## config.mk

```make
export PLATFORM = sky130hd
export DESIGN_NAME = premultiplied_alpha_blend
export DESIGN_NICKNAME = d
export VERILOG_FILES = /design/src/pab_pkg.sv /design/src/pab_div_cell.sv /design/src/pab_mix.sv /design/src/premultiplied_alpha_blend.sv
export SDC_FILE = /design/constraint.sdc
export NUM_CORES = 2
export LEC_CHECK = 0
export BUFFER_PORTS_ARGS = -buffer_cell sky130_fd_sc_hd__buf_2
export CAP_MARGIN = 20
export CORE_MARGIN = 5
export CORE_UTILIZATION = 30
export CTS_CLUSTER_SIZE = 10
export DETAILED_ROUTE_END_ITERATION = 8
export PLACE_DENSITY = 0.42
export RECOVER_POWER = 100
export SLEW_MARGIN = 25
export SYNTH_ARGS = -nofsm -noshare
export SYNTH_HDL_FRONTEND = slang
export SYNTH_SLANG_ARGS = --single-unit
```

## constraint.sdc

```tcl
create_clock -name clk -period 54.7 [get_ports clk]
set_clock_uncertainty 0.1 [all_clocks]
set_input_delay 8.205 -clock clk [delete_from_list [all_inputs] [get_ports clk]]
set_output_delay 8.205 -clock clk [all_outputs]
set_load 0.1 [all_outputs]
```

## src/pab_pkg.sv

```systemverilog
// shared types and constants for the premultiplied alpha blend pipeline
package pab_pkg;

  localparam int CH_W       = 8;             // bits per color channel
  localparam int NUM_CH     = 3;             // red, green, blue
  localparam int DIVIDEND_W = 2 * CH_W;      // 255 * c needs 16 bits
  localparam int DIV_STEPS  = DIVIDEND_W;    // one quotient bit per cell
  localparam int SUM_W      = 2 * CH_W;      // f*a + b*(255-a) <= 65025

  localparam logic [CH_W-1:0] OPAQUE_ALPHA      = 8'hff;
  localparam logic [CH_W-1:0] TRANSPARENT_ALPHA = 8'h00;
  localparam logic [CH_W-1:0] FULL_SCALE        = 8'd255;

  // payload carried from cell to cell along the divider chain
  typedef struct packed {
    logic [CH_W-1:0]                   alpha;
    logic                              last;
    logic [NUM_CH-1:0][CH_W-1:0]       fore;
    logic [NUM_CH-1:0][CH_W-1:0]       back;
    logic [NUM_CH-1:0][DIVIDEND_W-1:0] dividend;
    logic [NUM_CH-1:0][CH_W-1:0]       rem;
    logic [NUM_CH-1:0][CH_W-1:0]       quot;
  } stage_t;

  // finished pixel
  typedef struct packed {
    logic [NUM_CH-1:0][CH_W-1:0] rgb;
    logic                        last;
  } pixel_t;

endpackage

```

## src/pab_div_cell.sv

```systemverilog
// one restoring division step for all three channels, registered
module pab_div_cell (
  input  logic            clk,
  input  logic            rst,
  input  logic            en,
  input  logic            in_valid,
  input  pab_pkg::stage_t in_stage,
  output logic            out_valid,
  output pab_pkg::stage_t out_stage
);

  pab_pkg::stage_t                          stage_next;
  logic [pab_pkg::NUM_CH-1:0][pab_pkg::CH_W:0] shifted;
  logic [pab_pkg::NUM_CH-1:0][pab_pkg::CH_W:0] diff;
  logic [pab_pkg::NUM_CH-1:0]                  qbit;

  always_comb begin
    stage_next = in_stage;
    for (int ch = 0; ch < pab_pkg::NUM_CH; ch++) begin
      // bring down the next dividend bit
      shifted[ch] = {in_stage.rem[ch], in_stage.dividend[ch][pab_pkg::DIVIDEND_W-1]};
      diff[ch]    = shifted[ch] - {1'b0, in_stage.alpha};
      qbit[ch]    = (shifted[ch] >= {1'b0, in_stage.alpha});
      stage_next.rem[ch]      = qbit[ch] ? diff[ch][pab_pkg::CH_W-1:0]
                                         : shifted[ch][pab_pkg::CH_W-1:0];
      stage_next.dividend[ch] = {in_stage.dividend[ch][pab_pkg::DIVIDEND_W-2:0], 1'b0};
      // only the low byte of the quotient is kept
      stage_next.quot[ch]     = {in_stage.quot[ch][pab_pkg::CH_W-2:0], qbit[ch]};
    end
  end

  always_ff @(posedge clk) begin
    if (rst) begin
      out_valid <= 1'b0;
    end else if (en) begin
      out_valid <= in_valid;
    end
  end

  always_ff @(posedge clk) begin
    if (en) begin
      out_stage <= stage_next;
    end
  end

endmodule

```

## src/pab_mix.sv

```systemverilog
// blend of un-premultiplied overlay with video, two register stages
module pab_mix (
  input  logic            clk,
  input  logic            rst,
  input  logic            en,
  input  logic            in_valid,
  input  pab_pkg::stage_t in_stage,
  output logic            out_valid,
  output pab_pkg::pixel_t out_pixel
);

  typedef enum logic [1:0] {
    MODE_BACK,
    MODE_FORE,
    MODE_MIX
  } mode_t;

  mode_t                                           mode_sel;
  mode_t                                           mode_a;
  logic                                            valid_a;
  logic                                            last_a;
  logic [pab_pkg::NUM_CH-1:0][pab_pkg::CH_W-1:0]   fore_a;
  logic [pab_pkg::NUM_CH-1:0][pab_pkg::CH_W-1:0]   back_a;
  logic [pab_pkg::NUM_CH-1:0][pab_pkg::SUM_W-1:0]  sum_next;
  logic [pab_pkg::NUM_CH-1:0][pab_pkg::SUM_W-1:0]  sum_a;
  logic [pab_pkg::NUM_CH-1:0][pab_pkg::SUM_W:0]    scaled;
  pab_pkg::pixel_t                                 pixel_next;
  logic [pab_pkg::CH_W-1:0]                        inv_alpha;

  assign inv_alpha = pab_pkg::FULL_SCALE - in_stage.alpha;

  always_comb begin
    if (in_stage.alpha == pab_pkg::TRANSPARENT_ALPHA) begin
      mode_sel = MODE_BACK;
    end else if (in_stage.alpha == pab_pkg::OPAQUE_ALPHA) begin
      mode_sel = MODE_FORE;
    end else begin
      mode_sel = MODE_MIX;
    end
    for (int ch = 0; ch < pab_pkg::NUM_CH; ch++) begin
      sum_next[ch] = in_stage.quot[ch] * in_stage.alpha
                   + in_stage.back[ch] * inv_alpha;
    end
  end

  // stage a: products and sum
  always_ff @(posedge clk) begin
    if (rst) begin
      valid_a <= 1'b0;
    end else if (en) begin
      valid_a <= in_valid;
    end
  end

  always_ff @(posedge clk) begin
    if (en) begin
      mode_a <= mode_sel;
      last_a <= in_stage.last;
      fore_a <= in_stage.fore;
      back_a <= in_stage.back;
      sum_a  <= sum_next;
    end
  end

  // stage b: divide by 255, exact for every sum up to 65025, then select
  always_comb begin
    pixel_next.last = last_a;
    for (int ch = 0; ch < pab_pkg::NUM_CH; ch++) begin
      scaled[ch] = {1'b0, sum_a[ch]} + (pab_pkg::SUM_W+1)'(1)
                 + {(pab_pkg::CH_W+1)'(0), sum_a[ch][pab_pkg::SUM_W-1:pab_pkg::CH_W]};
      case (mode_a)
        MODE_BACK: pixel_next.rgb[ch] = back_a[ch];
        MODE_FORE: pixel_next.rgb[ch] = fore_a[ch];
        MODE_MIX:  pixel_next.rgb[ch] = scaled[ch][pab_pkg::SUM_W-1:pab_pkg::CH_W];
        default:   pixel_next.rgb[ch] = back_a[ch];
      endcase
    end
  end

  always_ff @(posedge clk) begin
    if (rst) begin
      out_valid <= 1'b0;
    end else if (en) begin
      out_valid <= valid_a;
    end
  end

  always_ff @(posedge clk) begin
    if (en) begin
      out_pixel <= pixel_next;
    end
  end

endmodule

```

## src/premultiplied_alpha_blend.sv

```systemverilog
// top level: premultiplied argb overlay composited over an rgb video stream
//
// usage
//   slave channel s_*: one request per pixel, overlay argb plus video rgb,
//   s_tlast marks the last pixel of a frame. master channel m_*: one blended
//   rgb pixel per request, in order, m_tlast copies s_tlast.
// throughput
//   one pixel per clock sustained while m_tready is high. the overlay channel
//   is un-premultiplied by a chain of 16 division cells, one quotient bit per
//   cell, followed by a two-stage blend (multiply/add, then divide by 255).
// datapath
//   an accepted request passes through 16 cells, 2 blend stages and the
//   output register on its way to m_tvalid.
// stall behavior
//   a skid register sits behind the output register. when m_tready drops the
//   pixel in flight lands in the skid and the whole chain freezes; s_tready
//   is low only while the skid is full, so s_tready never depends on
//   m_tready within the same cycle.
// reset
//   rst (synchronous, active high) clears every valid bit; no pixel is held
//   and s_tready is high in the first cycle after reset.
module premultiplied_alpha_blend (
  input  logic        clk,
  input  logic        rst,
  input  logic        s_tvalid,
  output logic        s_tready,
  // front_red, front_green, front_blue, front_alpha, back_red, back_green, back_blue
  input  logic [55:0] s_tdata,
  input  logic        s_tlast,    // last_pixel
  output logic        m_tvalid,
  input  logic        m_tready,
  // out_red, out_green, out_blue
  output logic [23:0] m_tdata,
  output logic        m_tlast     // out_last
);

  localparam int CH_W   = pab_pkg::CH_W;
  localparam int NUM_CH = pab_pkg::NUM_CH;
  localparam int STEPS  = pab_pkg::DIV_STEPS;

  // chain element 0 is the incoming request, element k the output of cell k-1
  logic            chain_valid [0:STEPS];
  pab_pkg::stage_t chain_stage [0:STEPS];

  logic            en;
  logic            mix_valid;
  pab_pkg::pixel_t mix_pixel;
  logic            skid_valid;
  pab_pkg::pixel_t skid_pixel;
  logic            out_free;

  // chain advances whenever the skid can absorb what leaves it
  assign en       = !skid_valid;
  assign s_tready = en;
  assign out_free = !m_tvalid || m_tready;

  // unpack the request and form the dividend 255 * c
  always_comb begin
    chain_valid[0]       = s_tvalid;
    chain_stage[0].alpha = s_tdata[3*CH_W +: CH_W];
    chain_stage[0].last  = s_tlast;
    for (int ch = 0; ch < NUM_CH; ch++) begin
      chain_stage[0].fore[ch]     = s_tdata[ch*CH_W +: CH_W];
      chain_stage[0].back[ch]     = s_tdata[(ch+4)*CH_W +: CH_W];
      chain_stage[0].dividend[ch] = {s_tdata[ch*CH_W +: CH_W], {CH_W{1'b0}}}
                                  - {{CH_W{1'b0}}, s_tdata[ch*CH_W +: CH_W]};
      chain_stage[0].rem[ch]      = '0;
      chain_stage[0].quot[ch]     = '0;
    end
  end

  // division chain, one quotient bit per cell
  for (genvar k = 0; k < STEPS; k++) begin : g_cell
    pab_div_cell u_cell (
      .clk       (clk),
      .rst       (rst),
      .en        (en),
      .in_valid  (chain_valid[k]),
      .in_stage  (chain_stage[k]),
      .out_valid (chain_valid[k+1]),
      .out_stage (chain_stage[k+1])
    );
  end

  pab_mix u_mix (
    .clk       (clk),
    .rst       (rst),
    .en        (en),
    .in_valid  (chain_valid[STEPS]),
    .in_stage  (chain_stage[STEPS]),
    .out_valid (mix_valid),
    .out_pixel (mix_pixel)
  );

  // output register with skid
  always_ff @(posedge clk) begin
    if (rst) begin
      m_tvalid   <= 1'b0;
      skid_valid <= 1'b0;
    end else if (skid_valid) begin
      if (out_free) begin
        m_tvalid   <= 1'b1;
        skid_valid <= 1'b0;
      end
    end else if (out_free) begin
      m_tvalid <= mix_valid;
    end else if (mix_valid) begin
      // receiver stalled, park the pixel leaving the blend
      skid_valid <= 1'b1;
    end
  end

  always_ff @(posedge clk) begin
    if (skid_valid) begin
      if (out_free) begin
        m_tdata <= skid_pixel.rgb;
        m_tlast <= skid_pixel.last;
      end
    end else if (out_free) begin
      m_tdata <= mix_pixel.rgb;
      m_tlast <= mix_pixel.last;
    end else begin
      skid_pixel <= mix_pixel;
    end
  end

  // the skid holds a pixel only behind a pending output
  a_skid_behind_out: assert property (@(posedge clk) disable iff (rst)
    skid_valid |-> m_tvalid)
    else $error("skid holds a pixel with no output pending");

  // the skid fills only when the receiver stalls a valid output
  a_skid_fill: assert property (@(posedge clk) disable iff (rst)
    $rose(skid_valid) |-> $past(m_tvalid && !m_tready))
    else $error("skid filled without a stalled output");

  // a pixel leaving the last cell while the chain moves enters the blend
  a_chain_to_mix: assert property (@(posedge clk) disable iff (rst)
    (en && chain_valid[STEPS]) |=> u_mix.valid_a)
    else $error("pixel lost between division chain and blend");

endmodule

```

==> flow_summary_export.csv <==
group,metric,value,unit
detailed_routing,routedWlPerCell,18.6,µm
synthesis,synth_top_family_by_area,"adder cells",
place,dp_hpwl,145000,µm
timing,slew_headroom,-303,%
setup_path,rrSetupSlack,35.55,ns
global_route,antenna_found_initial,15,
layout,final_layout_size_suffix_gt1_share,6.70,%
synthesis,postSynthCellCount,6359,
detailed_routing,vias,49335,
synthesis,ys.flop_type,"edfxtp_1",
timing,grt_setup_unrepaired,"no",
setup_path,endpoint_kind,"flip-flop",
detailed_routing,ant_nets,0,
layout,seq_area,0.0565,mm²
synthesis,yosys_warnings,0,
clock_network,clock_path_buffers,4,
synthesis,yosys.area_share.simple,7.27,%
detailed_routing,drt_iter0_markers,2992,
global_route,grt_pass1_vias,50908,
floorplan,fp.dieH,565,µm
layout,syn_to_final_growth,11.9,%
timing,report.final.slew_viol_count,1966,
timing,hold_viol_final,0,
clock_network,ctsHoldBuffers,0,
layout,multi_input_area,0.0318,mm²
clock_network,clk_pin_slew,0.05,ns
place,dp_slack,43.72,ns
run_status,failed_checks,"capacitance limit, slew limit",
synthesis,synth_edf_count,1869,
clock_network,ctsResizeCount,0,
synthesis,ys_ff_latch,1889,
place,portBuffers,87,
timing,min_period,19.15,ns
setup_path,crit_arrival,19.46,ns
synthesis,netlist_area,0.0923,mm²
synthesis,ys_async_sr_fraction,0,%
global_route,grt_pass1_wl,310000,µm
detailed_routing,drt-total-wl,202000,µm
timing,post-route-period-util,35.0,%
detailed_routing,dr.pass1.iters,7,
synthesis,synth_compound_area_share,7.64,%
floorplan,initial_utilization,30.2,%
timing,fmax,0.0522,GHz
place,post-place-cells,10514,
synthesis,synthAdderAreaFrac,15.0,%
layout,fin_util,33.8,%
timing,setup_ws,35.55,ns
synthesis,synthDistinctLibCells,71,
clock_network,clk_latency,0.88,ns
setup_path,cp_data_required_time,55.00,ns
floorplan,num_rows,203,
clock_network,cts-htree-levels,4,
setup_path,setup.worst_path.start_class,"flip-flop",
floorplan,io_pins,88,
global_route,grt_max_degree,115,
clock_network,numClockSinks,1889,
timing,worst_pin_slew,6.04,ns
clock_network,cts_root_buf,"clkbuf_16",
layout,finalNetCount,7613,
job,drv_cap,35,
synthesis,yosysSeqAreaShare,61.2,%
place,routabilityCongestion,0.818,
clock_network,cts_buffers,227,
detailed_routing,vias_per_cell,4.54,
detailed_routing,post-route-drc-count,0,
clock_network,post-cts-setup-buffer-count,0,
layout,nFillCells,29749,
global_route,grt.total_usage,12.5,%
floorplan,die_w,565,µm
floorplan,fp.dieArea,0.319,mm²
worst_hold_path,holdCritPathClass,"flip-flop to flip-flop",
global_route,grt_overflow_total,0,
timing,finalSetupViolCount,0,
floorplan,core,0.306,mm²
layout,stdcell_count,10855,
run_status,status,"complete, but fails checks",
setup_path,criticalPathCategory,"flip-flop to flip-flop",
timing,fin_setup_tns,0,ns
synthesis,synthXorXnorAreaFrac,1.23,%
synthesis,muxShareOfSynthArea,4.24,%
setup_path,crit_fanout,62,
clock_network,tritoncts,"done",
synthesis,syn_area_per_cell,14.5,µm²
==> layer usage <==
metal  GRT usage [%]  vias up  routed length (µm)
li1                -    23707                   -
met1            17.8    24490               95800
met2            19.9      826               92000
met3            1.75      312                8050
met4            3.74        0                5900
met5               0        -                   0
==> critical path, stage by stage (launching register included) <==
cell        delay, ns
dfxtp_1          0.31
clkinvlp_2       1.52
clkbuf_1         2.44
clkbuf_1         2.49
clkbuf_1         2.29
clkbuf_1         2.50
clkbuf_1         1.93
clkbuf_1         2.36
clkbuf_1         2.51
==> worst paths after layout <==
check | start | endpoint | cells past startpoint
max | skid_valid$_SDFF_PP0_ | g_cell[1].u_cell.out_stage[31]$_DFFE_PN_ | 8
min | g_cell[8].u_cell.out_stage[126]$_DFFE_PN_ | g_cell[9].u_cell.out_stage[126]$_DFFE_PN_ | 0
max reg2reg | skid_valid$_SDFF_PP0_ | g_cell[1].u_cell.out_stage[31]$_DFFE_PN_ | 8
min reg2reg | g_cell[8].u_cell.out_stage[126]$_DFFE_PN_ | g_cell[9].u_cell.out_stage[126]$_DFFE_PN_ | 0
==> metrics by stage <==
| step | area [µm²] | hold slack [ns] |
|---|---|---|
| 6_report | 103000 | 0.295 |
| 5_1_grt | 103000 | 0.303 |
| 4_1_cts | 104000 | 0.291 |
| 3_5_place_dp | 98000 | 0.305 |
| 3_3_place_gp | 98000 | 0.301 |
| 2_1_floorplan | 92300 | 0.300 |
==> sequential cells by signal, indices dropped and copies added, names as in the netlist <==
| register | count |
|---|---|
| u_mix.mode_a | 2 |
| u_mix.last_a | 1 |
| u_mix.sum_a | 48 |
| m_tlast | 1 |
| m_tdata | 24 |
| u_mix.valid_a | 1 |
| u_mix.out_valid | 1 |
| g_cell.u_cell.out_valid | 16 |
| u_mix.back_a | 24 |
| skid_pixel | 25 |
| m_tvalid | 1 |
| u_mix.out_pixel | 25 |
| u_mix.fore_a | 24 |
| g_cell.u_cell.out_stage | 1695 |
| skid_valid | 1 |
==> layout by cell type, fill, tap and decap left out, types with 20 or more instances in the layout <==
cell type and instances:
nand2_1 242, or4b_2 21, nor3_1 60, a21boi_0 91
nand3b_1 22, and2_1 101, nor2b_1 231, o21a_1 109
mux2_1 130, o21ai_0 206, o2111ai_1 22, a31oi_1 40
xnor2_1 99, clkbuf_1 140, a211oi_1 53, clkinv_1 22
nor4_1 34, inv_1 758, nand4_1 98, dfxtp_1 20
nor2_1 373, o31a_1 39, edfxtp_1 1869, a21o_1 58
o21ai_1 21, buf_2 29, xor2_1 31, a2111oi_0 23
nand2b_1 72, o31ai_1 46, a21oi_1 137, ha_1 578
clkbuf_16 228, fa_1 330, mux2i_1 120, mux2_2 111
==> synth_stat cells (31+ instances only) <==
library cell	n	area share [%]
a211oi_1	32	0.26
a21boi_0	91	0.74
a21o_1	58	0.47
a21oi_1	137	0.74
and2_1	102	0.69
clkbuf_1	69	0.28
edfxtp_1	1869	61
fa_1	330	7.2
ha_1	578	7.8
inv_1	759	3.1
mux2_2	241	2.9
mux2i_1	120	1.3
nand2_1	242	0.98
nand2b_1	73	0.49
nand4_1	98	0.66
nor2_1	374	1.5
nor2b_1	230	1.6
nor3_1	60	0.33
nor4_1	34	0.23
o21a_1	109	0.89
o21ai_0	206	1.1
o31a_1	39	0.37
xnor2_1	99	0.94
xor2_1	31	0.29
==> cell families after synthesis <==
group                    after synthesis
AO/OA/AOI/OAI                        923
XOR/XNOR                             130
adder cells (fa/ha/maj)              908
buffers and inverters                838
flip-flops                          1889
multiplexers                         361
other                                  1
AND/OR/NAND/NOR                     1309
==> layout make-up <==
class	instances	area share [%]
diodes	6	0.0145
clock buffers	277	5.71
clock inverters	57	0.541
inverters	759	2.76
multi-input cells	3634	30.7
flip-flops and latches	1889	54.7
well taps	4100	4.97
repair buffers	133	0.562
Power is left out: the tool's default activity adds up to more than one toggle a clock period on the data nets, which glitch-free logic cannot reach.
